==> config.mk <==
export PLATFORM = sky130hd
export DESIGN_NAME = hcr_sqrt
export DESIGN_NICKNAME = d
export VERILOG_FILES = /design/src/rtl/homography_circle_residual_top_defines.svh /design/src/rtl/hcr_sqrt.sv
export SDC_FILE = /design/constraint.sdc
export NUM_CORES = 1
export LEC_CHECK = 0
export ABC_AREA = 1
export BUFFER_PORTS_ARGS = -buffer_cell sky130_fd_sc_hd__buf_2
export CORE_ASPECT_RATIO = 1.1
export CORE_MARGIN = 4
export CORE_UTILIZATION = 55
export CTS_CLUSTER_SIZE = 30
export DETAILED_ROUTE_END_ITERATION = 12
export GPL_TIMING_DRIVEN = 0
export PLACE_DENSITY = 0.73
export SLEW_MARGIN = 20
export SYNTH_ARGS = -nofsm -noshare
export SYNTH_HDL_FRONTEND = slang
export SYNTH_SLANG_ARGS = --single-unit
==> constraint.sdc <==
create_clock -name aclk -period 6.9 [get_ports aclk]
set_input_delay 0 -clock aclk [delete_from_list [all_inputs] [get_ports aclk]]
set_output_delay 0 -clock aclk [all_outputs]
set_load 0.02 [all_outputs]
==> src/rtl/homography_circle_residual_top_defines.svh <==
// Assertion macros used by homography_circle_residual_top.sv.
`ifndef HOMOGRAPHY_CIRCLE_RESIDUAL_TOP_DEFINES_SVH
`define HOMOGRAPHY_CIRCLE_RESIDUAL_TOP_DEFINES_SVH
`ifndef ASSERT_OFF
// Property holds at every edge outside reset.
`define HCR_ASSERT(lbl, clk, rstn, prop, msg) \
    lbl: assert property (@(posedge clk) disable iff (!rstn) (prop)) else $error(msg);
// Antecedent implies consequent in the next cycle.
`define HCR_ASSERT_NEXT(lbl, clk, rstn, ante, cons, msg) \
    lbl: assert property (@(posedge clk) disable iff (!rstn) (ante) |=> (cons)) else $error(msg);
`else
`define HCR_ASSERT(lbl, clk, rstn, prop, msg)
`define HCR_ASSERT_NEXT(lbl, clk, rstn, ante, cons, msg)
`endif
`endif

==> src/rtl/hcr_sqrt.sv <==
module hcr_sqrt (
    input  logic        aclk,
    input  logic        aresetn,
    input  logic        start,
    input  logic [63:0] radicand,
    output logic        done,
    output logic [31:0] root
);
    logic [63:0] rem_reg, rem_next;
    logic [63:0] res_reg, res_next;
    logic [63:0] bit_reg, bit_next;
    logic        run_reg, run_next;
    logic        done_reg, done_next;
    logic [63:0] trial;

    assign trial = res_reg + bit_reg;

    // Digit-by-digit root, one result bit per cycle
    always_comb begin
        rem_next  = rem_reg;
        res_next  = res_reg;
        bit_next  = bit_reg;
        run_next  = run_reg;
        done_next = 1'b0;
        if (start) begin
            rem_next = radicand;
            res_next = '0;
            bit_next = 64'h4000_0000_0000_0000;
            run_next = 1'b1;
        end else if (run_reg) begin
            if (rem_reg >= trial) begin
                rem_next = rem_reg - trial;
                res_next = (res_reg >> 1) + bit_reg;
            end else begin
                res_next = res_reg >> 1;
            end
            bit_next = bit_reg >> 2;
            if (bit_reg[0]) begin
                run_next  = 1'b0;
                done_next = 1'b1;
            end
        end
    end

    always_ff @(posedge aclk) begin
        if (!aresetn) begin
            run_reg  <= 1'b0;
            done_reg <= 1'b0;
        end else begin
            run_reg  <= run_next;
            done_reg <= done_next;
        end
        rem_reg <= rem_next;
        res_reg <= res_next;
        bit_reg <= bit_next;
    end

    assign done = done_reg;
    assign root = res_reg[31:0];
endmodule
; ---- Word-level counts from Yosys, hierarchy flattened
; Cells that the tools add are included.
[classes]
order_cmp = 1
bitwise_logic = 2
reduce_logical = 4
addsub = 3
muxes = 8
[op_table]
columns = operator, count
row1 = $mux 64, 4
row2 = $add 63x63->64, 1
row3 = $add 64x63->64, 1
row4 = $ge 64x64->1, 1
row5 = $sub 64x64->64, 1
row6 = $mux 1, 4
row7 = $reduce_bool 2->1, 2
row8 = $reduce_or 3->1, 1
row9 = $not 1->1, 2
row10 = $reduce_and 2->1, 1
[totals]
regBits = 162
input_bits = 67
wordCells = 23
out_inout_bits = 33

; ---- Logic depth before layout (Yosys ltp)
; Gate-level depths: netlist of run 1.
[depth]
word_depth = 5
mapped_depth = 31
depth_no_buf = 29

; ---- Worst setup path before layout of run 1
; No wires, ideal clock.
[synth_path]
path_kind = register to register
start = reg res_reg[6]
end = reg rem_reg[0] (enable)
t_arrival_ps = 4511
setup_ps = 424
t_required_ps = 6476
n_path_buf = 1
stages_incl_launch_ff = 26
period_less_slack_ps = 4935
slack_ps = 1965
cell_sequence = dfxtp_1 > ha_1 > nand2_1 > o21ai_0 > inv_1 > nand2_1 > nand2_1 > nand2_1 > nand2_1 > nand2_1 > nand2_1 > nand2_1 > a21oi_1 > xor2_1 > ha_1 > nand2_1 > nor2_2 > inv_1 > nor2_2 > nand2_1 > nor3_2 > nand2_2 > nand2_2 > nand2_2 > buf_2 > nand2_1
[synth_via]
elab_chain_len = 4
[synth_rtl]
columns = element, line_no
row1 = start: declaration, hcr_sqrt.sv:10  ; logic [63:0] res_reg, res_next;
row2 = start signal: assignment, hcr_sqrt.sv:54  ; res_reg <= res_next;
row3 = $add 64x63->64, hcr_sqrt.sv:16  ; assign trial = res_reg + bit_reg;
row4 = $ge 64x64->1, hcr_sqrt.sv:31  ; if (rem_reg >= trial) begin
row5 = $reduce_bool 2->1 (no line), -
row6 = $reduce_and 2->1 (no line), -
row7 = end signal: assignment, hcr_sqrt.sv:53  ; rem_reg <= rem_next;
row8 = end: declaration, hcr_sqrt.sv:9  ; logic [63:0] rem_reg, rem_next;
; Every way passes these cells.
; A chain may end at the register's enable or synchronous reset.

; ---- Worst setup path after layout of run 1
[layout_path]
start = reg res_reg[10]
end = reg rem_reg[4] (enable)
; The elaborated chain is that of the path after synthesis.

==> results.sh, run 1 <==
export IMPL_critPathBufInv=2
export IMPL_dieArea_sq_um=39700
export IMPL_layout_common_cells="1,203 x nand2_1, 502 x inv_1, 443 x nor2_1"
export IMPL_max_clock_freq_ghz=0.175
export IMPL_whs_ns=0.217
export IMPL_drive_gt1_share_pct=6.57
export IMPL_clk_latency_ns=0.48
export IMPL_pwr_share_seq_pct=19.2
export IMPL_syn_area_per_cell_sq_um=5.62
export IMPL_clock_sinks=162
export IMPL_synthesis_area_sq_um=20100
export IMPL_finalSetupTns_ns=0
export IMPL_crit_chain="ha_1 > nand2_1 > o21ai_1 > nor2_1 > nand2_1 > o21ai_0 > o21ai_2 > nand2_1 > nand2_1 > nand3_1 > nand2_1 > xor2_1 > ha_1 > a21oi_1 > o21ai_0 > a21oi_1 > nand2_1 > a21oi_2 > nand2_2 > nand2_2 > buf_2 > nand2_4 > buf_16"
export IMPL_cpMaxStageDelayCell="ha_1"
export IMPL_portBuffers=99
export IMPL_relSlewSlack_pct=28.8
export IMPL_hold_path_class="in2reg"
export IMPL_clk_pin_slew_worst_paths_ns=0.08
export IMPL_final_common_cell="nand2_1"
export IMPL_worst_slew_pin_slew_ns=1.07
export IMPL_first_global_vias=23600
export IMPL_p_sw_share_pct=55.1
export IMPL_grt_met3_usage_pct=4.93
export IMPL_fin_crit_ns=5.70
export IMPL_final_core_util_pct=62.3
export IMPL_ant_nets=0
export IMPL_hold_viol=0
export IMPL_critPathMaxFanout=49
export IMPL_totalWireLength_um=85200
export IMPL_pwr_share_comb_pct=69.3
export IMPL_path_class="reg2reg"
export IMPL_ir_drop_mv=0.302
export IMPL_num_vias=24700
export IMPL_cts_resized=0
export IMPL_syn_num_nets=3773
export IMPL_clock_skew_ns=0.0165
export IMPL_yosys_warnings=0
export IMPL_viasPerCell=5.79
export IMPL_synth_cells=3575
export IMPL_drt_initial_drc_count=2901
export IMPL_cts_tree="done"
export IMPL_p_int_mw=3.86
export IMPL_root_buffer="clkbuf_16"
export IMPL_dr_pass1_iters=9
export IMPL_holdBufCountCts=65
export IMPL_synthDistinctLibCells=46
export IMPL_die_w_um=190
export IMPL_grt_max_degree=50
export IMPL_die_h_um=208
export IMPL_clockBufferDepth=2
export IMPL_switchingPower_mw=4.75
export IMPL_grt_pass1_wl_um=126000
export IMPL_drv_slew=0
export IMPL_nFillCells=3597
export IMPL_cp_data_required_time_ns=7.09
export IMPL_antenna_found_initial=0
export IMPL_io_pins=100
export IMPL_final_cells=4260
export IMPL_place_hpwl_um=69400
export IMPL_dp_cells=4162
export IMPL_end_kind="register"
export IMPL_fin_crit_sh_pct=82.6
export IMPL_htreeDepth=4
export IMPL_rsz0062_at_grt="false"
export IMPL_overflow=0
export IMPL_grt_usage_pct=41.2
export IMPL_use_met2_pct=70.8
export IMPL_wl_per_cell_um=20.0
export IMPL_cp_arrival_ns=5.89
export IMPL_ys_seq_area_share_pct=19.3
export IMPL_clkPwrFrac_pct=11.5
export IMPL_gpl_final_weighted_congestion=1.05
export IMPL_p_leak_nw=10.5
export IMPL_crit_path_max_incr_delay_ns=0.41
export IMPL_multi_input_comb_area_sq_um=13700
export IMPL_setup_viol=0
export IMPL_crit_top_cell="nand2_1"
export IMPL_critPathTopFamily="compound AO/OA/AOI/OAI gates"
export IMPL_status="finished clean"
export IMPL_drc=0
export IMPL_area_delta_synth_final_pct=11.8
export IMPL_post_cts_setup_buffer_count=0
export IMPL_cp_start_kind="register"
export IMPL_use_met1_pct=46.8
export IMPL_nets=3957
export IMPL_top_usage_layer="met2"
export IMPL_maxCapViolCount=0
export IMPL_regArea_sq_um=3880
export IMPL_core_sq_um=36100
export IMPL_pwr_density_cell_nw_per_um2=383
export IMPL_synth_seq_cells=162
export IMPL_core_rowCount=73
export IMPL_start_util_pct=55.7
export IMPL_cts_made_buffers=17
==> cells by family (layout without fill, tap and decap cells) <==
logic type               count (synthesis)  in the layout  synth area share, %
AND/OR/NAND/NOR                       2086           2086                 42.6
buffers and inverters                  624            821                 12.7
AO/OA/AOI/OAI                          471            471                 12.7
flip-flops                             162            162                 19.3
adder cells (fa/ha/maj)                131            131                 8.19
XOR/XNOR                               101            101                 4.40
other                                    0              1                    0
==> cells in the mapped netlist (all sizes together) <==
library cell | count | area share, %
a211oi | 7 | 0.26
a21boi | 2 | 0.075
a21o | 13 | 0.49
a21oi | 229 | 5.8
a31oi | 13 | 0.40
and2 | 3 | 0.093
and3 | 1 | 0.031
buf | 75 | 2.5
clkbuf | 43 | 0.80
clkinv | 1 | 0.019
dfxtp | 98 | 9.8
edfxtp | 64 | 9.6
fa | 1 | 0.10
ha | 130 | 8.1
inv | 505 | 9.4
nand2 | 1211 | 23
nand3 | 296 | 7.4
nand3b | 32 | 1.2
nand4 | 33 | 1.0
nor2 | 454 | 8.6
nor3 | 36 | 0.92
nor4 | 6 | 0.19
o211ai | 6 | 0.22
o21a | 4 | 0.15
o21ai | 169 | 4.2
o21bai | 22 | 0.82
o22ai | 2 | 0.062
o311ai | 1 | 0.044
o31a | 1 | 0.044
o31ai | 2 | 0.075
or2 | 14 | 0.44
xnor2 | 53 | 2.3
xor2 | 48 | 2.1
==> per-stage QoR <==
step                      worst slack, ns  area, sq um  power [mW]
after detailed placement             1.58        21200        7.32
after CTS                            1.54        22500        8.35
final                                1.20        22500        8.61
after global routing                 1.02        22500        9.20
after floorplan                      1.97        20100        5.68
after global placement             -0.272        21200        7.20
==> routing by layer <==
metal	wire length [um]	vias to the layer above
li1	-	11800
met1	30500	11100
met2	39700	1440
met3	7250	396
met4	7780	0
met5	0	-
==> path summary, 6_finish.rpt <==
path | slack, ns | to | from | depth (start not counted)
setup / recovery | 1.20 | rem_reg[4] | res_reg[10] | 23
hold / removal | 0.22 | bit_reg[26] | start | 5
setup reg to reg | 1.20 | rem_reg[4] | res_reg[10] | 23
hold reg to reg | 0.53 | bit_reg[46] | bit_reg[48] | 2
==> tightest hold or removal path, cell delays in order <==
cell and delay [ns]:
buf_2 0.15, inv_2 0.11, clkbuf_1 0.22, o21ai_0 0.12
nor2_1 0.04
==> power by group through the flow <==
stage | registers, mW | clock network (mW) | logic (mW)
after floorplan | 1.54 | 0 | 4.14
after global placement | 1.65 | 0 | 5.55
after detailed placement | 1.65 | 0 | 5.67
after CTS | 1.63 | 0.972 | 5.74
after global routing | 1.67 | 1.02 | 6.50
final | 1.65 | 0.990 | 5.97
==> layout make-up <==
cell class	count	share of cell area, %
Tap cell	487	2.71
Antenna cell	1	0.0111
Multi-Input combinational cell	2789	60.8
Inverter	506	8.45
Buffer	118	2.94
Timing Repair Buffer	165	5.22
Clock inverter	15	0.707
Clock buffer	17	1.89
Sequential cell	162	17.3
Note: power is estimated with default switching activity, not from simulation.
==> inputs of run 2 (changes only) <==
PLACE_DENSITY = 0.76   (was 0.73)
clock period = 4.8 ns   (was 6.9 ns; I/O delays follow)
==> results.sh, run 2 (synthesis gave the netlist of run 1 again) <==
export IMPL_path_class="reg2reg"
export IMPL_p_int_mw=5.79
export IMPL_cts_tree="done"
export IMPL_portBuffers=99
export IMPL_clock_skew_ns=0.0173
export IMPL_gpl_final_weighted_congestion=1.01
export IMPL_fin_crit_sh_pct=99.8
export IMPL_p_sw_share_pct=54.2
export IMPL_final_common_cell="nand2_1"
export IMPL_worst_slew_pin_slew_ns=1.01
export IMPL_pwr_share_seq_pct=19.1
export IMPL_hold_path_class="in2reg"
export IMPL_finalSetupTns_ns=0
export IMPL_status="finished clean"
export IMPL_num_vias=24000
export IMPL_fin_crit_ns=4.79
export IMPL_drt_initial_drc_count=2463
export IMPL_relSlewSlack_pct=32.9
export IMPL_nets=3977
export IMPL_postPlaceCellArea_sq_um=21200
export IMPL_area_delta_synth_final_pct=14.4
export IMPL_nFillCells=3714
export IMPL_end_kind="register"
export IMPL_drv_slew=0
export IMPL_antenna_found_initial=0
export IMPL_io_pins=100
export IMPL_antenna_cells=0
export IMPL_pwr_density_cell_nw_per_um2=550
export IMPL_grt_pass1_wl_um=122000
export IMPL_layout_common_cells="1,193 x nand2_1, 502 x inv_1, 441 x nor2_1"
export IMPL_cp_data_required_time_ns=5.01
export IMPL_ant_nets=0
export IMPL_core_rowCount=73
export IMPL_drc=0
export IMPL_pwr_share_comb_pct=69.2
export IMPL_ff2ff_path_depth=24
export IMPL_die_h_um=208
export IMPL_root_buffer="clkbuf_16"
export IMPL_clk_latency_ns=0.47
export IMPL_dr_pass1_iters=6
export IMPL_grt_usage_pct=40.2
export IMPL_grt_max_degree=31
export IMPL_switchingPower_mw=6.86
export IMPL_start_util_pct=55.7
export IMPL_critPathMaxFanout=15
export IMPL_whs_ns=0.172
export IMPL_clk_pin_slew_worst_paths_ns=0.09
export IMPL_r2r_start="res_reg[10]"
export IMPL_totalPowerFinal_mw=12.6
export IMPL_maxCapViolCount=0
export IMPL_dieArea_sq_um=39700
export IMPL_ir_drop_mv=0.316
export IMPL_cts_made_buffers=17
export IMPL_wl_per_cell_um=19.4
export IMPL_clockBufferDepth=2
export IMPL_core_sq_um=36100
export IMPL_viasPerCell=5.62
export IMPL_overflow=0
export IMPL_setup_viol=0
export IMPL_design_area_sq_um=23000
export IMPL_clkPwrFrac_pct=11.7
export IMPL_drive_gt1_share_pct=8.49
export IMPL_first_global_vias=22700
export IMPL_r2r_slack_ns=0.01
export IMPL_hold_viol=0
export IMPL_final_cells=4279
export IMPL_totalWireLength_um=83100
export IMPL_max_clock_freq_ghz=0.209
export IMPL_place_hpwl_um=67200
export IMPL_dp_cells=4162
export IMPL_clock_sinks=162
export IMPL_htreeDepth=4
export IMPL_p_leak_nw=10.7
export IMPL_cp_arrival_ns=5.00
export IMPL_holdCritStartpoint="start"
export IMPL_holdPathStages=5
export IMPL_hold_end="bit_reg[18]"
export IMPL_cp_start_kind="register"
export IMPL_die_w_um=190
export IMPL_rr_endpoint="rem_reg[54]"
==> run 2: cell types whose count changed in the layout (fill, tap and decap cells not counted), moves of 6 or more <==
cell,before,now
a21oi_1,222,215
a21oi_2,7,13
buf_4,33,50
dfxtp_1,98,90
dfxtp_2,0,8
ha_1,130,119
ha_4,0,9
nand2_1,1203,1193
nand2_2,7,15
o21ai_0,158,134
o21ai_1,10,26
o21ai_2,1,9
==> run 2: per-stage QoR <==
step           setup WS (ns)  utilization (%)
3_5_place_dp          -0.692             58.8
5_1_grt               -0.117             63.7
4_1_cts              0.00221             62.8
6_report              0.0118             63.7
2_1_floorplan          0.490                -
3_3_place_gp           -1.40             58.8
==> run 2: worst max-delay path by stage <==
stage           startpoint          end  slack (ns)
2_1_floorplan   res_reg[6]   rem_reg[0]        0.49
5_1_grt        res_reg[10]  rem_reg[53]       -0.12
6_report       res_reg[10]  rem_reg[54]        0.01
3_3_place_gp   bit_reg[10]   rem_reg[1]       -1.40
4_1_cts        bit_reg[14]  rem_reg[23]       0.002
3_5_place_dp   bit_reg[10]   rem_reg[2]       -0.69
==> run 2: per-layer routing <==
layer  up-vias  part of all wire, %  global-route usage (%)
met1     10700                   38                    47.0
li1      11800                    -                       -
met2      1158                   45                    66.5
met5         -                    0                       0
met3       333                  7.4                    5.08
met4         0                  9.6                    31.0
==> run 2: worst max-delay path, cell delays in order, from the launching register on <==
cell and delay (ns):
dfxtp_1 0.46, ha_4 0.27, nand2_1 0.13, o21ai_2 0.09, buf_4 0.14, a21oi_1 0.14, nand2_1 0.14, nand2_1 0.10
nand2_2 0.11, nand2_1 0.10, nand2_2 0.13, a21oi_1 0.21, xor2_1 0.32, ha_1 0.34, buf_4 0.16, a21oi_2 0.18
nand2_1 0.12, a21oi_2 0.15, nand2_1 0.12, a21oi_4 0.27, nand2_2 0.11, nand2_2 0.17, buf_8 0.20, nand2_8 0.10
clkbuf_16 0.24
==> run 2: power groups by stage <==
stage                     combinational [mW]  clock, mW  sequential [mW]
after global routing                    9.59       1.52             2.44
after floorplan                         5.95          0             2.21
after detailed placement                8.09          0             2.40
after global placement                  8.02          0             2.40
final                                   8.75       1.48             2.42
after CTS                               8.26       1.48             2.37
==> run 2: area by class of cell <==
class	count	area (sq um)	share of cell area, %
inverters	506	1900	8.26
clock inverters	15	186	0.811
multi-input cells	2790	14000	60.7
repair buffers	184	1340	5.83
plain buffers	118	673	2.93
well taps	487	609	2.65
flip-flops and latches	162	3890	16.9
clock buffers	17	425	1.85
==> run 2: timing repair <==
item                       in CTS  in global routing
hold buffers                   65                  0
gates resized for setup        37                 58
setup endpoints to repair     118                125
hold endpoints to repair       66                  0
gates cloned                    1                  1
pin swaps                       3                  9
setup buffers                   4                 14
