`src/rtl/homography_circle_residual_top_defines.svh`:
```
// Assertion macros used by homography_circle_residual_top.sv.
`ifndef HOMOGRAPHY_CIRCLE_RESIDUAL_TOP_DEFINES_SVH
`define HOMOGRAPHY_CIRCLE_RESIDUAL_TOP_DEFINES_SVH
`ifndef ASSERT_OFF
// Property holds at every edge outside reset.
`define HCR_ASSERT(lbl, clk, rstn, prop, msg) \
    lbl: assert property (@(posedge clk) disable iff (!rstn) (prop)) else $error(msg);
// Antecedent implies consequent in the next cycle.
`define HCR_ASSERT_NEXT(lbl, clk, rstn, ante, cons, msg) \
    lbl: assert property (@(posedge clk) disable iff (!rstn) (ante) |=> (cons)) else $error(msg);
`else
`define HCR_ASSERT(lbl, clk, rstn, prop, msg)
`define HCR_ASSERT_NEXT(lbl, clk, rstn, ante, cons, msg)
`endif
`endif

```
`src/rtl/hcr_pkg.sv`:
```
package hcr_pkg;

    localparam logic [30:0] SAT_MAG = 31'h7FFF_FFFF;
    localparam logic [31:0] ONE_Q24 = 32'h0100_0000;

    // Register indexes
    localparam logic [2:0] REG_COEF_ROW0 = 3'd0;
    localparam logic [2:0] REG_COEF_ROW0B = 3'd1;
    localparam logic [2:0] REG_COEF_ROW1 = 3'd2;
    localparam logic [2:0] REG_COEF_ROW2 = 3'd3;
    localparam logic [2:0] REG_ROI = 3'd4;
    localparam logic [2:0] REG_RADIUS = 3'd5;

    typedef enum logic [5:0] {
        ST_IDLE = 6'b000001,
        ST_MUL  = 6'b000010,
        ST_ACC  = 6'b000100,
        ST_DIV  = 6'b001000,
        ST_SQRT = 6'b010000,
        ST_OUT  = 6'b100000
    } state_t;

    // Micro-ops of the shared multiplier
    typedef enum logic [3:0] {
        OP_U0, OP_U1, OP_V0, OP_V1, OP_W0, OP_W1, OP_X2, OP_Y2, OP_RR, OP_RES2
    } op_t;

endpackage

```
`src/rtl/hcr_div.sv`:
```
module hcr_div #(
    parameter int NW = 47
) (
    input  logic          aclk,
    input  logic          aresetn,
    input  logic          start,
    input  logic [NW-1:0] num,
    input  logic [NW-1:0] den,
    output logic          done,
    output logic [30:0]   quot
);
    import hcr_pkg::*;

    logic [NW-1:0] rem_reg, rem_next;
    logic [NW-1:0] den_reg, den_next;
    logic [30:0]   nsh_reg, nsh_next;
    logic [30:0]   q_reg, q_next;
    logic [4:0]    cnt_reg, cnt_next;
    logic          run_reg, run_next;
    logic          done_reg, done_next;
    logic [NW:0]   rem_t;
    logic          ge;
    logic [NW-1:0] num_hi;

    assign num_hi = num >> 15;
    assign rem_t  = {rem_reg, nsh_reg[30]};
    assign ge     = rem_t >= {1'b0, den_reg};

    // Restoring division, one quotient bit per cycle; a quotient that would not fit saturates to SAT_MAG
    always_comb begin
        rem_next  = rem_reg;
        den_next  = den_reg;
        nsh_next  = nsh_reg;
        q_next    = q_reg;
        cnt_next  = cnt_reg;
        run_next  = run_reg;
        done_next = 1'b0;
        if (start) begin
            den_next = den;
            if (num_hi >= den) begin
                q_next    = SAT_MAG;
                done_next = 1'b1;
            end else begin
                rem_next = num_hi;
                nsh_next = {num[14:0], 16'b0};
                q_next   = '0;
                cnt_next = 5'd30;
                run_next = 1'b1;
            end
        end else if (run_reg) begin
            rem_next = ge ? NW'(rem_t - {1'b0, den_reg}) : NW'(rem_t);
            q_next   = {q_reg[29:0], ge};
            nsh_next = {nsh_reg[29:0], 1'b0};
            cnt_next = cnt_reg - 5'd1;
            if (cnt_reg == 5'd0) begin
                run_next  = 1'b0;
                done_next = 1'b1;
            end
        end
    end

    always_ff @(posedge aclk) begin
        if (!aresetn) begin
            run_reg  <= 1'b0;
            done_reg <= 1'b0;
        end else begin
            run_reg  <= run_next;
            done_reg <= done_next;
        end
        rem_reg <= rem_next;
        den_reg <= den_next;
        nsh_reg <= nsh_next;
        q_reg   <= q_next;
        cnt_reg <= cnt_next;
    end

    assign done = done_reg;
    assign quot = q_reg;
endmodule

```
`config.mk`:
```
export PLATFORM = sky130hd
export DESIGN_NAME = hcr_div
export DESIGN_NICKNAME = d
export VERILOG_FILES = /design/src/rtl/homography_circle_residual_top_defines.svh /design/src/rtl/hcr_pkg.sv /design/src/rtl/hcr_div.sv
export SDC_FILE = /design/constraint.sdc
export NUM_CORES = 1
export LEC_CHECK = 0
export BUFFER_PORTS_ARGS = -buffer_cell sky130_fd_sc_hd__clkbuf_2
export CELL_PAD_IN_SITES_DETAIL_PLACEMENT = 0
export CELL_PAD_IN_SITES_GLOBAL_PLACEMENT = 1
export CORE_UTILIZATION = 45
export CTS_CLUSTER_SIZE = 30
export DETAILED_ROUTE_END_ITERATION = 12
export PLACE_DENSITY = 0.87
export REMOVE_ABC_BUFFERS = 1
export SLEW_MARGIN = 20
export SYNTH_ARGS = -nofsm -noshare
export SYNTH_HDL_FRONTEND = slang
export SYNTH_SLANG_ARGS = --single-unit
```
`constraint.sdc`:
```
create_clock -name aclk -period 6.8 [get_ports aclk]
set_input_delay 1.02 -clock aclk [delete_from_list [all_inputs] [get_ports aclk]]
set_output_delay 1.02 -clock aclk [all_outputs]
set_load 0.05 [all_outputs]
```
---- Word level (Yosys, flattened, before mapping) ----
Cells that the tools add are included.
storage, ports and cells
  input port bits ......................... 97
  output and inout port bits .............. 32
  word-level logic and storage cells ...... 36
  register bits after elaboration ......... 163
operators by class
  equal/unequal tests ..................... 1
  multiplexer cells ....................... 21
  add/sub/neg operators ................... 2
  order comparisons ....................... 2
  reduce and logical (&&, ||, !) cells .... 3
operators by type and width
  kind                   count
  $mux W47               4
  $mux W31               6
  $ge A48 B47 Y1         1
  $ge A32 B47 Y1         1
  $sub A47 B47 Y47       1
  $mux W5                3
  $mux W1                8
  $logic_not A5 Y1       1
  $sub A5 B1 Y5 const B  1
  $ne A2 B2 Y1 const B   1
  $reduce_and A2 Y1      1
  $reduce_bool A2 Y1     1

---- Logic depth before layout (Yosys ltp) ----
Gate-level depths: netlist of the first run.
  depth in word-level cells ............... 4
  mapped depth ............................ 14
  gate-level depth less buffers ........... 12

---- Least setup slack after synthesis of the first run ----
No wires, ideal clock.
  path type ............................... in2reg
  start point ............................. input port num[15]
  end point ............................... register cnt_reg[0], enable pin
  library setup time ...................... 0.432 ns
  arrival time ............................ 4.288 ns
  data required time ...................... 6.368 ns
  stages .................................. 11
  slack ................................... 2.081 ns
  buffers on the path ..................... 0
  cells stage by stage .................... inv_1 > ha_1 > nand2b_1 > a21o_1 > a21o_1 > a21oi_1 > o22ai_1 > o31ai_1 > a21boi_0 > o211ai_1 > and2_1
on the way
  word-level cells in the longest chain between the ends .. 3
RTL lines
  what                         line           text
  start, declared              hcr_div.sv:7   input logic [NW-1:0] num,
  $ge A32 B47 Y1               hcr_div.sv:40  if (num_hi >= den) begin
  $ne A2 B2 Y1 (no line)       n/a
  $reduce_and A2 Y1 (no line)  n/a
  end signal, assigned         hcr_div.sv:74  cnt_reg <= cnt_next;
  end, declared                hcr_div.sv:18  logic [4:0] cnt_reg, cnt_next;
Every way passes these cells.
A chain may end at the register's enable or synchronous reset.

---- Worst setup path after layout of the first run ----
  start point ............................. input port num[15]
  end point ............................... register rem_reg[19], enable pin
on the way
  word-level cells in the longest chain between the ends .. 3
RTL lines
  what                         line           text
  $ge A32 B47 Y1               hcr_div.sv:40
  $ne A2 B2 Y1 (no line)       n/a
  $reduce_and A2 Y1 (no line)  n/a
  end signal, assigned         hcr_div.sv:70  rem_reg <= rem_next;
  end, declared                hcr_div.sv:14  logic [NW-1:0] rem_reg, rem_next;
Every way passes these cells.

==> results of run 1 <==
[synthesized netlist by cell type, types with 4 or more instances]
cell type / instances / area [um2]
sky130_fd_sc_hd__nor4_1: 7 / 43.8
sky130_fd_sc_hd__a21oi_1: 77 / 385
sky130_fd_sc_hd__a21boi_0: 4 / 30.0
sky130_fd_sc_hd__nand4_1: 19 / 119
sky130_fd_sc_hd__o21ai_1: 6 / 30.0
sky130_fd_sc_hd__nand3_1: 32 / 160
sky130_fd_sc_hd__a2bb2oi_1: 5 / 43.8
sky130_fd_sc_hd__o21bai_1: 10 / 75.1
sky130_fd_sc_hd__o21ai_0: 64 / 320
sky130_fd_sc_hd__ha_1: 80 / 1000
sky130_fd_sc_hd__nand2_1: 85 / 319
sky130_fd_sc_hd__nand2b_1: 4 / 25.0
sky130_fd_sc_hd__o21a_1: 14 / 105
sky130_fd_sc_hd__nor3_1: 10 / 50.1
sky130_fd_sc_hd__or3_1: 6 / 37.5
sky130_fd_sc_hd__xor2_1: 13 / 114
sky130_fd_sc_hd__a211o_1: 4 / 35.0
sky130_fd_sc_hd__mux2i_1: 5 / 50.1
sky130_fd_sc_hd__clkbuf_1: 36 / 135
sky130_fd_sc_hd__nor2_1: 53 / 199
sky130_fd_sc_hd__mux2_2: 21 / 236
sky130_fd_sc_hd__and3_1: 7 / 43.8
sky130_fd_sc_hd__xnor2_1: 28 / 245
sky130_fd_sc_hd__buf_2: 14 / 70.1
sky130_fd_sc_hd__and4_1: 4 / 35.0
sky130_fd_sc_hd__edfxtp_1: 145 / 4350
sky130_fd_sc_hd__a31oi_1: 23 / 144
sky130_fd_sc_hd__a21o_1: 35 / 263
sky130_fd_sc_hd__and2_1: 7 / 43.8
sky130_fd_sc_hd__a211oi_1: 10 / 75.1
sky130_fd_sc_hd__o211ai_1: 9 / 67.6
sky130_fd_sc_hd__inv_1: 127 / 477
[power groups by stage]
stage / Clock [W] / Sequential [W] / Combinational (W)
global placement: 0 / 0.00135 / 0.00201
CTS: 0.000939 / 0.00133 / 0.00203
floorplan: 0 / 0.00139 / 0.00147
finish: 0.000926 / 0.00134 / 0.00205
detailed placement: 0 / 0.00135 / 0.00202
global route: 0.000972 / 0.00136 / 0.00228
[metal layers]
layer  vias to the layer above  global-route usage
met1                      3693               0.301
met4                         0              0.0803
met3                        30              0.0518
met5                         -                   0
met2                       239               0.345
li1                       3885                   -
[critical path, delay by kind of cell]
kind / cells / cell delay (ps)
adders and majority gates: 1 / 270
buffers and inverters: 4 / 880
and+or+nand+nor: 2 / 920
AOI/OAI and AO/OA: 7 / 1260
[how the worst max path moves through the flow]
stage	startpoint	endpoint	slack [ps]	cells past startpoint
after global routing	num[15]	rem_reg[19]$_DFFE_PP_	2260	14
after CTS	num[15]	rem_reg[18]$_DFFE_PP_	2530	14
after floorplan	num[15]	cnt_reg[0]$_SDFFCE_PP0P_	1410	11
after detailed placement	num[15]	rem_reg[19]$_DFFE_PP_	2080	14
final	num[15]	rem_reg[19]$_DFFE_PP_	2540	14
after global placement	num[15]	rem_reg[16]$_DFFE_PP_	2130	14
[cell type report]
type / instances / area (um2)
repair buffers: 136 / 703
inverters: 128 / 480
fillers: 1926 / 10000
flip-flops and latches: 147 / 4390
well taps: 275 / 344
clock inverters: 15 / 154
clock buffers: 17 / 425
multi-input cells: 688 / 4720
[per-stage QoR]
stage / instance area, um2 / total power (W) / instances
finish: 11200 / 0.00431 / 1406
detailed placement: 10600 / 0.00337 / 1374
global placement: 10600 / 0.00335 / 1374
floorplan: 9590 / 0.00286 / 963
global route: 11200 / 0.00461 / 1406
CTS: 11200 / 0.00431 / 1406
[logic make-up (layout without fill, tap and decap cells)]
family                   after synthesis  count (layout)
adder cells (fa/ha/maj)               81              81
buffers and inverters                184             296
XOR/XNOR                              41              41
AO/OA/AOI/OAI                        291             291
AND/OR/NAND/NOR                      249             249
multiplexers                          26              26
flip-flops                           147             147
==> results.txt, run 1 <==
buffer cell driving the clock tree root: sky130_fd_sc_hd__clkbuf_16
maximum level of the CTS H-tree: 4
setup slack of the critical path after layout: 2540 ps
gr usage total: 0.222
Worst Hold Margin: 475 ps
Int Pwr: 0.00250 W
Cell Area, Synth: 0.00983 mm2
count of input and output buffers: 128
vias per cell: 5.58
largest clock skew in the final design: 18.4 ps
clock tree from TritonCTS: done
overall overflow remaining after global route: 0
mux share of post-synthesis cell area: 0.0291
number of nets at the end of the flow: 1296
Clock Latency Late Sink: 440 ps
commonest cells after routing, fill and taps aside: 145 x sky130_fd_sc_hd__edfxtp_1, 127 x sky130_fd_sc_hd__inv_1, 127 x sky130_fd_sc_hd__clkbuf_2
xor-xnor portion of the synthesized cell area: 0.0365
CTS max path bufs: 2
category of the most critical setup path: in2reg
type of the most critical hold path: reg2reg
endpoints failing hold: 0
average size of a mapped cell: 9.65 um2
half-perimeter wire length after detailed placement: 17.3 mm
number of placement rows: 53
highest attainable clock frequency: 0.234 GHz
period utilisation layout: 0.627
maximum fanout count along the critical path: 35
Static Leakage: 5.01 nW
# setup viols final: 0
switching component of the power: 0.00180 W
drt first-iter violations: 531
sequential-to-total area share from yosys stat: 0.447
Reg2Reg Launch Point: rem_reg[40]$_SDFFCE_PP0P_
horizontal extent of the die: 150 um
count of cell types in the netlist: 69
iteration count of the initial detailed-routing pass: 8
unrepaired setup endpoints after global routing: false
switching share of power: 0.418
worst slew pin tran: 981 ps
Critical-path top delay cell: sky130_fd_sc_hd__and2_2
ordered list of cells on the worst path: clkbuf_2 > inv_1 > ha_1 > nand2b_1 > a21o_1 > a21o_1 > a21oi_1 > o22ai_1 > o31ai_1 > a21boi_0 > o211ai_1 > buf_4 > and2_2 > buf_4
wire length of the first global-routing pass: 38.5 mm
Setup WS pre-CTS: 2080 ps
average routed wire per standard cell: 17.1 um
share of the synthesized area in compound gates (AO/OA/AOI/OAI): 0.189
Post-Synthesis Cells: 1019
total negative setup slack: 0 ps
dominant combinational cell family by area after synthesis: compound AO/OA/AOI/OAI gates
met3 WL: 1.64 mm
Yosys warnings: 0
via total after detailed routing: 7847
Final GP Congestion: 0.883
number of clock sinks: 147
final wirelength: 24.0 mm
starting utilization of the core area: 0.463
count of flip-flops with a built-in enable after synthesis: 145
area share of fa/ha/maj cells after synthesis: 0.104
cts-stage hold buffer count: 0
worst max-slew margin expressed relative to the limit: 0.343
number of global-route vias before repair: 7604
uppermost layer routed: met4
remaining number of nets flagged by the antenna check after routing: 0
Top Ports: 129
most frequent standard cell in the layout excluding fill and tap cells: sky130_fd_sc_hd__edfxtp_1
Async SR Flop Fraction: 0
Reg2Reg Setup Slack: 2870 ps
area enclosed by the die boundary: 0.0224 mm2
depth of the worst hold-timing path: 2
worst ir drop on vdd: 0.183 mV
core area: 0.0212 mm2
fraction of layout instances using a drive strength above 1: 0.180
die span in y: 150 um
post-cts sizing count: 0
initial antenna violation count: 0
maxcap violations: 0
clock network fraction of design power: 0.215
commonest register cell after synthesis: sky130_fd_sc_hd__edfxtp_1
Routed met2 length: 10.5 mm
pin count of the biggest net entering global routing: 67
outcome: finished clean
longest individual stage delay on the worst path: 790 ps
terminating pin of the worst hold path: run_reg$_SDFFE_PN0P_
clock-pin transition on the worst setup and hold timing paths: 60 ps
Num CTS Buffers: 17
path depth of the worst reg2reg path: 10
Crit path required time: 6900 ps
origin of the worst min-delay path: run_reg$_SDFFE_PN0P_
Reg-to-Reg End: rem_reg[40]$_SDFFCE_PP0P_
final core utilization: 0.529
Tmin final: 4260 ps
setup repair bufs after CTS: 0
detailed-route DRC error count: 0
WP data arrival: 4370 ps
number of flip-flops and latches in the synthesized netlist: 147
kind of start point of the critical path: primary input
Layout Area Growth over Synthesis: 14.1%
cell area power density: 384 mW/mm2
Synth Area in Simple Gates: 0.121
count of pins over their slew limit: 0
Antenna Cells: 0
Metal-1 WL: 11.3 mm
CP Capture Type: flip-flop
part of the power in combinational logic: 0.475
portion of total power attributed to sequential cells: 0.310
(Power assumes the default switching activity.)
==> inputs of run 2 (changes only) <==
ABC_AREA = 1   (was default)
CORE_UTILIZATION = 39   (was 45)
PLACE_DENSITY = 0.85   (was 0.87)
clock period = 3.85 ns   (was 6.8 ns; I/O delays follow)
==> results.txt, run 2 <==
final wirelength: 32.5 mm (was 24.0 mm)
highest attainable clock frequency: 0.322 GHz
horizontal extent of the die: 173 um (was 150 um)
core area: 0.0287 mm2 (was 0.0212 mm2)
maxcap violations: 0 (unchanged)
drt first-iter violations: 695 (was 531)
type of the most critical hold path: in2reg (was reg2reg)
worst slew pin tran: 877 ps (was 981 ps)
count of pins over their slew limit: 0 (unchanged)
wire length of the first global-routing pass: 52.2 mm (was 38.5 mm)
most used standard cells in the synthesized netlist: 681 x sky130_fd_sc_hd__nand2_1, 343 x sky130_fd_sc_hd__inv_1, 145 x sky130_fd_sc_hd__edfxtp_1 (was 145 x sky130_fd_sc_hd__edfxtp_1, 127 x sky130_fd_sc_hd__inv_1, 85 x sky130_fd_sc_hd__nand2_1)
commonest register cell after synthesis: sky130_fd_sc_hd__edfxtp_1 (unchanged)
kind of start point of the critical path: flip-flop (was primary input)
via total after detailed routing: 10262 (was 7847)
maximum level of the CTS H-tree: 4 (unchanged)
number of flip-flops and latches in the synthesized netlist: 147 (unchanged)
clock-pin transition on the worst setup and hold timing paths: 70 ps (was 60 ps)
Cell Area, Synth: 0.0114 mm2 (was 0.00983 mm2)
number of global-route vias before repair: 10068 (was 7604)
most frequent standard cell in the layout excluding fill and tap cells: sky130_fd_sc_hd__nand2_1 (was sky130_fd_sc_hd__edfxtp_1)
largest clock skew in the final design: 14.0 ps (was 18.4 ps)
Async SR Flop Fraction: 0 (unchanged)
setup repair bufs after CTS: 0 (unchanged)
maximum fanout count along the critical path: 28 (was 35)
total placed instance area: 0.0125 mm2 (was 0.0106 mm2)
number of nets at the end of the flow: 1973 (was 1296)
top-area cell type share of the netlist area: 0.383 (was 0.443)
Reg2Reg Launch Point: den_reg[0]$_DFFE_PP_ (was rem_reg[40]$_SDFFCE_PP0P_)
unrepaired setup endpoints after global routing: false (unchanged)
dominant cells by area after synthesis: sky130_fd_sc_hd__edfxtp_1 38%, sky130_fd_sc_hd__nand2_1 22%, sky130_fd_sc_hd__inv_1 11% (was sky130_fd_sc_hd__edfxtp_1 44%, sky130_fd_sc_hd__ha_1 10%, sky130_fd_sc_hd__inv_1 4.8%)
outcome: finished clean (unchanged)
clock tree from TritonCTS: done (unchanged)
Yosys warnings: 0 (unchanged)
endpoints failing hold: 0 (unchanged)
category of the most critical setup path: reg2reg (was in2reg)
period utilisation layout: 0.806
remaining number of nets flagged by the antenna check after routing: 0 (unchanged)
cell accounting for the most synthesized area: sky130_fd_sc_hd__edfxtp_1 (unchanged)
Layout Area Growth over Synthesis: 14.5% (was 14.1%)
vias per cell: 4.68 (was 5.58)
placed cell count: 2160 (was 1374)
overall overflow remaining after global route: 0 (unchanged)
CP Capture Type: flip-flop (unchanged)
capturing instance or port of the critical path: rem_reg[23]$_DFFE_PP_ (was rem_reg[19]$_DFFE_PP_)
Post-Synthesis Cells: 1668 (was 1019)
Clock Latency Late Sink: 460 ps (was 440 ps)
count of flip-flops with a built-in enable after synthesis: 145 (unchanged)
buffer cell driving the clock tree root: sky130_fd_sc_hd__clkbuf_16 (unchanged)
library cell with the highest instance count after synthesis: sky130_fd_sc_hd__nand2_1 (was sky130_fd_sc_hd__edfxtp_1)
Tmin final: 3100 ps
# setup viols final: 0 (unchanged)
Final GP Congestion: 0.943 (was 0.883)
initial antenna violation count: 0 (unchanged)
count of input and output buffers: 128 (unchanged)
number of placement rows: 62 (was 53)
starting utilization of the core area: 0.396 (was 0.463)
area enclosed by the die boundary: 0.0299 mm2 (was 0.0224 mm2)
average size of a mapped cell: 6.82 um2 (was 9.65 um2)
CTS max path bufs: 2 (unchanged)
worst ir drop on vdd: 0.331 mV (was 0.183 mV)
WP data arrival: 3320 ps (was 4370 ps)
half-perimeter wire length after detailed placement: 26.2 mm (was 17.3 mm)
path depth of the worst reg2reg path: 15 (was 10)
detailed-route DRC error count: 0 (unchanged)
number of clock sinks: 147 (unchanged)
fraction of layout instances using a drive strength above 1: 0.111 (was 0.180)
fin area: 0.0130 mm2 (was 0.0112 mm2)
post-cts sizing count: 0 (unchanged)
count of cell types in the netlist: 34 (was 69)
Crit path required time: 4060 ps (was 6900 ps)
Static Leakage: 7.29 nW (was 5.01 nW)
pin count of the biggest net entering global routing: 53 (was 67)
final non-filler cell total: 2192 (was 1406)
crit path launch: den_reg[0]$_DFFE_PP_ (was num[15])
sequential-to-total area share from yosys stat: 0.386 (was 0.447)
worst max-slew margin expressed relative to the limit: 0.414 (was 0.343)
Reg2Reg Setup Slack: 750 ps (was 2870 ps)
die span in y: 173 um (was 150 um)
Top Ports: 129 (unchanged)
Num CTS Buffers: 17 (unchanged)
final core utilization: 0.454 (was 0.529)
cell area power density: 611 mW/mm2 (was 384 mW/mm2)
gr usage total: 0.225 (was 0.222)
commonest cells after routing, fill and taps aside: 681 x sky130_fd_sc_hd__nand2_1, 341 x sky130_fd_sc_hd__inv_1, 145 x sky130_fd_sc_hd__edfxtp_1 (was 145 x sky130_fd_sc_hd__edfxtp_1, 127 x sky130_fd_sc_hd__inv_1, 127 x sky130_fd_sc_hd__clkbuf_2)
Antenna Cells: 0 (unchanged)
cts-stage hold buffer count: 0 (unchanged)
Total Power Consumption: 0.00795 W (was 0.00431 W)
iteration count of the initial detailed-routing pass: 7 (was 8)
Reg-to-Reg End: rem_reg[23]$_DFFE_PP_ (was rem_reg[40]$_SDFFCE_PP0P_)
average routed wire per standard cell: 14.8 um (was 17.1 um)
-- run 2: area by class of cell --
class | count | area, um2
Timing Repair Buffer | 140 | 758
Tap cell | 384 | 480
Clock inverter | 9 | 72.6
Inverter | 350 | 1310
Sequential cell | 147 | 4390
Fill cell | 3041 | 15700
Clock buffer | 23 | 478
Multi-Input combinational cell | 1139 | 5530
-- run 2: metrics by stage --
| stage | TNS [ps] | hold slack, ps | setup WS [ps] |
|---|---|---|---|
| after global routing | 0 | 297 | 482 |
| after detailed placement | 0 | 462 | 439 |
| after global placement | 0 | 438 | 538 |
| after floorplan | -90440 | 427 | -1350 |
| after CTS | 0 | 286 | 688 |
| final | 0 | 309 | 748 |
-- run 2: worst min path at each step --
stage	start	endpoint	slack [ps]	depth (start not counted)
finish	den[24]	den_reg[24]$_DFFE_PP_	310	1
global route	den[10]	den_reg[10]$_DFFE_PP_	300	1
CTS	den[9]	den_reg[9]$_DFFE_PP_	290	1
detailed placement	run_reg$_SDFFE_PN0P_	run_reg$_SDFFE_PN0P_	460	2
global placement	run_reg$_SDFFE_PN0P_	run_reg$_SDFFE_PN0P_	440	2
floorplan	run_reg$_SDFFE_PN0P_	run_reg$_SDFFE_PN0P_	430	2
-- run 2: power by group --
part | switching (W) | internal (W) | total [W]
combinational | 0.00273 | 0.00132 | 0.00405
sequential | 0.000148 | 0.00215 | 0.00230
clock | 0.000718 | 0.000886 | 0.00160
total | 0.00360 | 0.00436 | 0.00795
-- run 2: cells by family after synthesis --
group / synth area share
flip-flops: 0.386
XOR/XNOR: 0.0115
AO/OA/AOI/OAI: 0.0295
AND/OR/NAND/NOR: 0.354
adder cells (fa/ha/maj): 0.0897
buffers and inverters: 0.129
-- run 2: routing by layer --
layer | track usage | wire [um] | up-vias
li1 | - | - | 5420
met1 | 0.300 | 15500 | 4566
met2 | 0.366 | 14800 | 244
met3 | 0.0363 | 1440 | 32
met4 | 0.0855 | 713 | 0
met5 | 0 | 0 | -
-- run 2: worst max-delay path, stage by stage, from the launching register on --
cell,delay (ps)
sky130_fd_sc_hd__edfxtp_1,370
sky130_fd_sc_hd__ha_1,240
sky130_fd_sc_hd__fa_1,410
sky130_fd_sc_hd__inv_1,120
sky130_fd_sc_hd__nand3_1,90
sky130_fd_sc_hd__nand2_2,130
sky130_fd_sc_hd__nand2_1,70
sky130_fd_sc_hd__nand2_2,100
sky130_fd_sc_hd__nand2_1,80
sky130_fd_sc_hd__nand3_1,110
sky130_fd_sc_hd__nand2_4,220
sky130_fd_sc_hd__nand3_2,320
sky130_fd_sc_hd__buf_4,330
sky130_fd_sc_hd__nand2_1,110
sky130_fd_sc_hd__nand3_1,100
sky130_fd_sc_hd__nand2_1,50
==> inputs of run 3 (changes only) <==
ABC_AREA = 0   (was 1)
CORE_UTILIZATION = 41   (was 39)
PLACE_DENSITY = 0.84   (was 0.85)
clock period = 2.7 ns   (was 3.85 ns; I/O delays follow)
==> results.txt, run 3 (synthesis results as in run 1) <==
Critical-path top delay cell: sky130_fd_sc_hd__edfxtp_1 (was sky130_fd_sc_hd__fa_1)
number of clock sinks: 147 (unchanged)
maximum fanout count along the critical path: 5 (was 28)
Static Leakage: 6.44 nW (was 7.29 nW)
fraction of layout instances using a drive strength above 1: 0.400 (was 0.111)
horizontal extent of the die: 157 um (was 173 um)
Layout Area Growth over Synthesis: 43.7% (was 14.5%)
clock network fraction of design power: 0.170 (was 0.202)
cell area power density: 1050 mW/mm2 (was 611 mW/mm2)
vias per cell: 5.33 (was 4.68)
total negative setup slack: -5340 ps (was 0 ps)
number of gates on the worst path with buffers counted: 12 (was 15)
number of placement rows: 56 (was 62)
worst slew pin tran: 522 ps (was 877 ps)
switching component of the power: 0.00604 W (was 0.00360 W)
Antenna Cells: 0 (unchanged)
portion of total power attributed to sequential cells: 0.233 (was 0.289)
worst ir drop on vdd: 0.545 mV (was 0.331 mV)
setup slack of the critical path after layout: -241 ps (was 748 ps)
most frequent standard cell in the layout excluding fill and tap cells: sky130_fd_sc_hd__buf_4 (was sky130_fd_sc_hd__nand2_1)
die span in y: 157 um (was 173 um)
ordered list of cells on the worst path: ha_1 > buf_4 > nand2_1 > o21ai_1 > a311o_1 > a21oi_1 > o21ai_1 > a21o_1 > a21oi_1 > buf_4 > nor4_2 > a311o_1 (was ha_1 > fa_1 > inv_1 > nand3_1 > nand2_2 > nand2_1 > nand2_2 > nand2_1 > nand3_1 > nand2_4 > nand3_2 > buf_4 > nand2_1 > nand3_1 > nand2_1)
remaining number of nets flagged by the antenna check after routing: 0 (unchanged)
wire length of the first global-routing pass: 44.1 mm (was 52.2 mm)
period utilisation layout: 1.09 (was 0.806)
clock tree from TritonCTS: done (unchanged)
category of the most critical setup path: reg2reg (unchanged)
kind of start point of the critical path: flip-flop (unchanged)
endpoints failing hold: 0 (unchanged)
path depth of the worst reg2reg path: 12 (was 15)
origin of the worst min-delay path: den[8] (was den[24])
iteration count of the initial detailed-routing pass: 5 (was 7)
Crit path required time: 2890 ps (was 4060 ps)
drt first-iter violations: 704 (was 695)
number of nets at the end of the flow: 1535 (was 1973)
part of the power in combinational logic: 0.597 (was 0.509)
Reg-to-Reg End: rem_reg[40]$_SDFFCE_PP0P_ (was rem_reg[23]$_DFFE_PP_)
unrepaired setup endpoints after global routing: true (was false)
overall overflow remaining after global route: 0 (unchanged)
worst max-slew margin expressed relative to the limit: 0.651 (was 0.414)
number of global-route vias before repair: 8928 (was 10068)
WP data arrival: 3130 ps (was 3320 ps)
type of the most critical hold path: in2reg (unchanged)
count of pins over their slew limit: 0 (unchanged)
clock-pin transition on the worst setup and hold timing paths: 80 ps (was 70 ps)
terminating pin of the worst hold path: den_reg[8]$_DFFE_PP_ (was den_reg[24]$_DFFE_PP_)
detailed-route DRC error count: 0 (unchanged)
gr usage total: 0.231 (was 0.225)
Num CTS Buffers: 17 (unchanged)
starting utilization of the core area: 0.419 (was 0.396)
Final GP Congestion: 0.884 (was 0.943)
Setup WS pre-CTS: -611 ps (was 439 ps)
highest attainable clock frequency: 0.340 GHz (was 0.322 GHz)
Top Ports: 129 (unchanged)
half-perimeter wire length after detailed placement: 19.4 mm (was 26.2 mm)
area enclosed by the die boundary: 0.0246 mm2 (was 0.0299 mm2)
switching share of power: 0.408 (was 0.452)
final wirelength: 28.4 mm (was 32.5 mm)
CP Capture Type: flip-flop (unchanged)
count of input and output buffers: 128 (unchanged)
pin count of the biggest net entering global routing: 61 (was 53)
Tmin final: 2940 ps (was 3100 ps)
buffer cell driving the clock tree root: sky130_fd_sc_hd__clkbuf_16 (unchanged)
Reg2Reg Launch Point: rem_reg[14]$_DFFE_PP_ (was den_reg[0]$_DFFE_PP_)
commonest cells after routing, fill and taps aside: 213 x sky130_fd_sc_hd__buf_4, 145 x sky130_fd_sc_hd__edfxtp_1, 127 x sky130_fd_sc_hd__clkbuf_2 (was 681 x sky130_fd_sc_hd__nand2_1, 341 x sky130_fd_sc_hd__inv_1, 145 x sky130_fd_sc_hd__edfxtp_1)
maximum level of the CTS H-tree: 4 (unchanged)
largest clock skew in the final design: 15.6 ps (was 14.0 ps)
number of buffer and inverter stages on the critical path: 2 (unchanged)
CTS max path bufs: 2 (unchanged)
longest individual stage delay on the worst path: 400 ps (was 410 ps)
Layout fillers: 1942 (was 3041)
initial antenna violation count: 0 (unchanged)
largest delay contributor family on the critical path: compound AO/OA/AOI/OAI gates (was simple AND/OR/NAND/NOR gates)
violated checks: setup timing
Int Pwr: 0.00875 W (was 0.00436 W)
depth of the worst hold-timing path: 1 (unchanged)
core area: 0.0235 mm2 (was 0.0287 mm2)
via total after detailed routing: 8997 (was 10262)
# setup viols final: 47 (was 0)
average routed wire per standard cell: 16.8 um (was 14.8 um)
outcome: finished, violations left (was finished clean)
Reg2Reg Setup Slack: -240 ps (was 750 ps)
maxcap violations: 0 (unchanged)
Clock Latency Late Sink: 450 ps (was 460 ps)
-- run 3: worst max-delay path by stage --
| stage | startpoint | endpoint | slack, ps |
|---|---|---|---|
| after floorplan | num[15] | cnt_reg[0]$_SDFFCE_PP0P_ | -2080 |
| after global placement | den[12] | nsh_reg[24]$_DFFE_PP_ | -530 |
| after detailed placement | den[12] | rem_reg[19]$_DFFE_PP_ | -610 |
| after CTS | rem_reg[3]$_DFFE_PP_ | rem_reg[43]$_SDFFCE_PP0P_ | -210 |
| after global routing | rem_reg[3]$_DFFE_PP_ | rem_reg[43]$_SDFFCE_PP0P_ | -330 |
| final | rem_reg[14]$_DFFE_PP_ | rem_reg[40]$_SDFFCE_PP0P_ | -240 |
-- run 3: power by group through the flow --
stage               registers (W)  clock network [W]  logic (W)
floorplan                 0.00351                  0    0.00370
global placement          0.00340                  0    0.00657
detailed placement        0.00339                  0    0.00665
CTS                       0.00340            0.00254    0.00810
global route              0.00350            0.00262    0.00943
finish                    0.00344            0.00252    0.00882
-- run 3: layout make-up --
| cell class | count | area [um2] | share of cell area |
|---|---|---|---|
| multi-input combinational | 688 | 5430 | 0.384 |
| sequential | 147 | 4390 | 0.311 |
| timing repair buffer | 375 | 2800 | 0.198 |
| inverter | 128 | 480 | 0.0340 |
| clock buffer | 17 | 425 | 0.0301 |
| tap | 319 | 399 | 0.0283 |
| clock inverter | 15 | 200 | 0.0142 |
-- run 3: through the flow --
stage	hold slack [ps]	instance area [um2]	total power [W]	utilization	cells
finish	142	14100	0.0148	0.602	1689
global route	134	14100	0.0156	0.602	1689
CTS	131	13600	0.0140	0.580	1676
detailed placement	470	12300	0.0100	0.523	1621
global placement	450	12300	0.00997	0.523	1621
floorplan	436	9590	0.00720	-	963
-- run 3: what timing repair did --
item                                    CTS  global route
cloned                                    6             1
hold buffers                              0             0
endpoints found under the setup margin  145           145
gates resized for setup                 115            81
setup buffers                            19            17
pin swaps                                50            46
-- run 3: per-layer routing --
metal | routed length, um | track usage | vias to the layer above
met4 | 759 | 0.0850 | 0
li1 | - | - | 4362
met5 | 0 | 0 | -
met2 | 13100 | 0.372 | 300
met1 | 13000 | 0.307 | 4275
met3 | 1520 | 0.0424 | 60
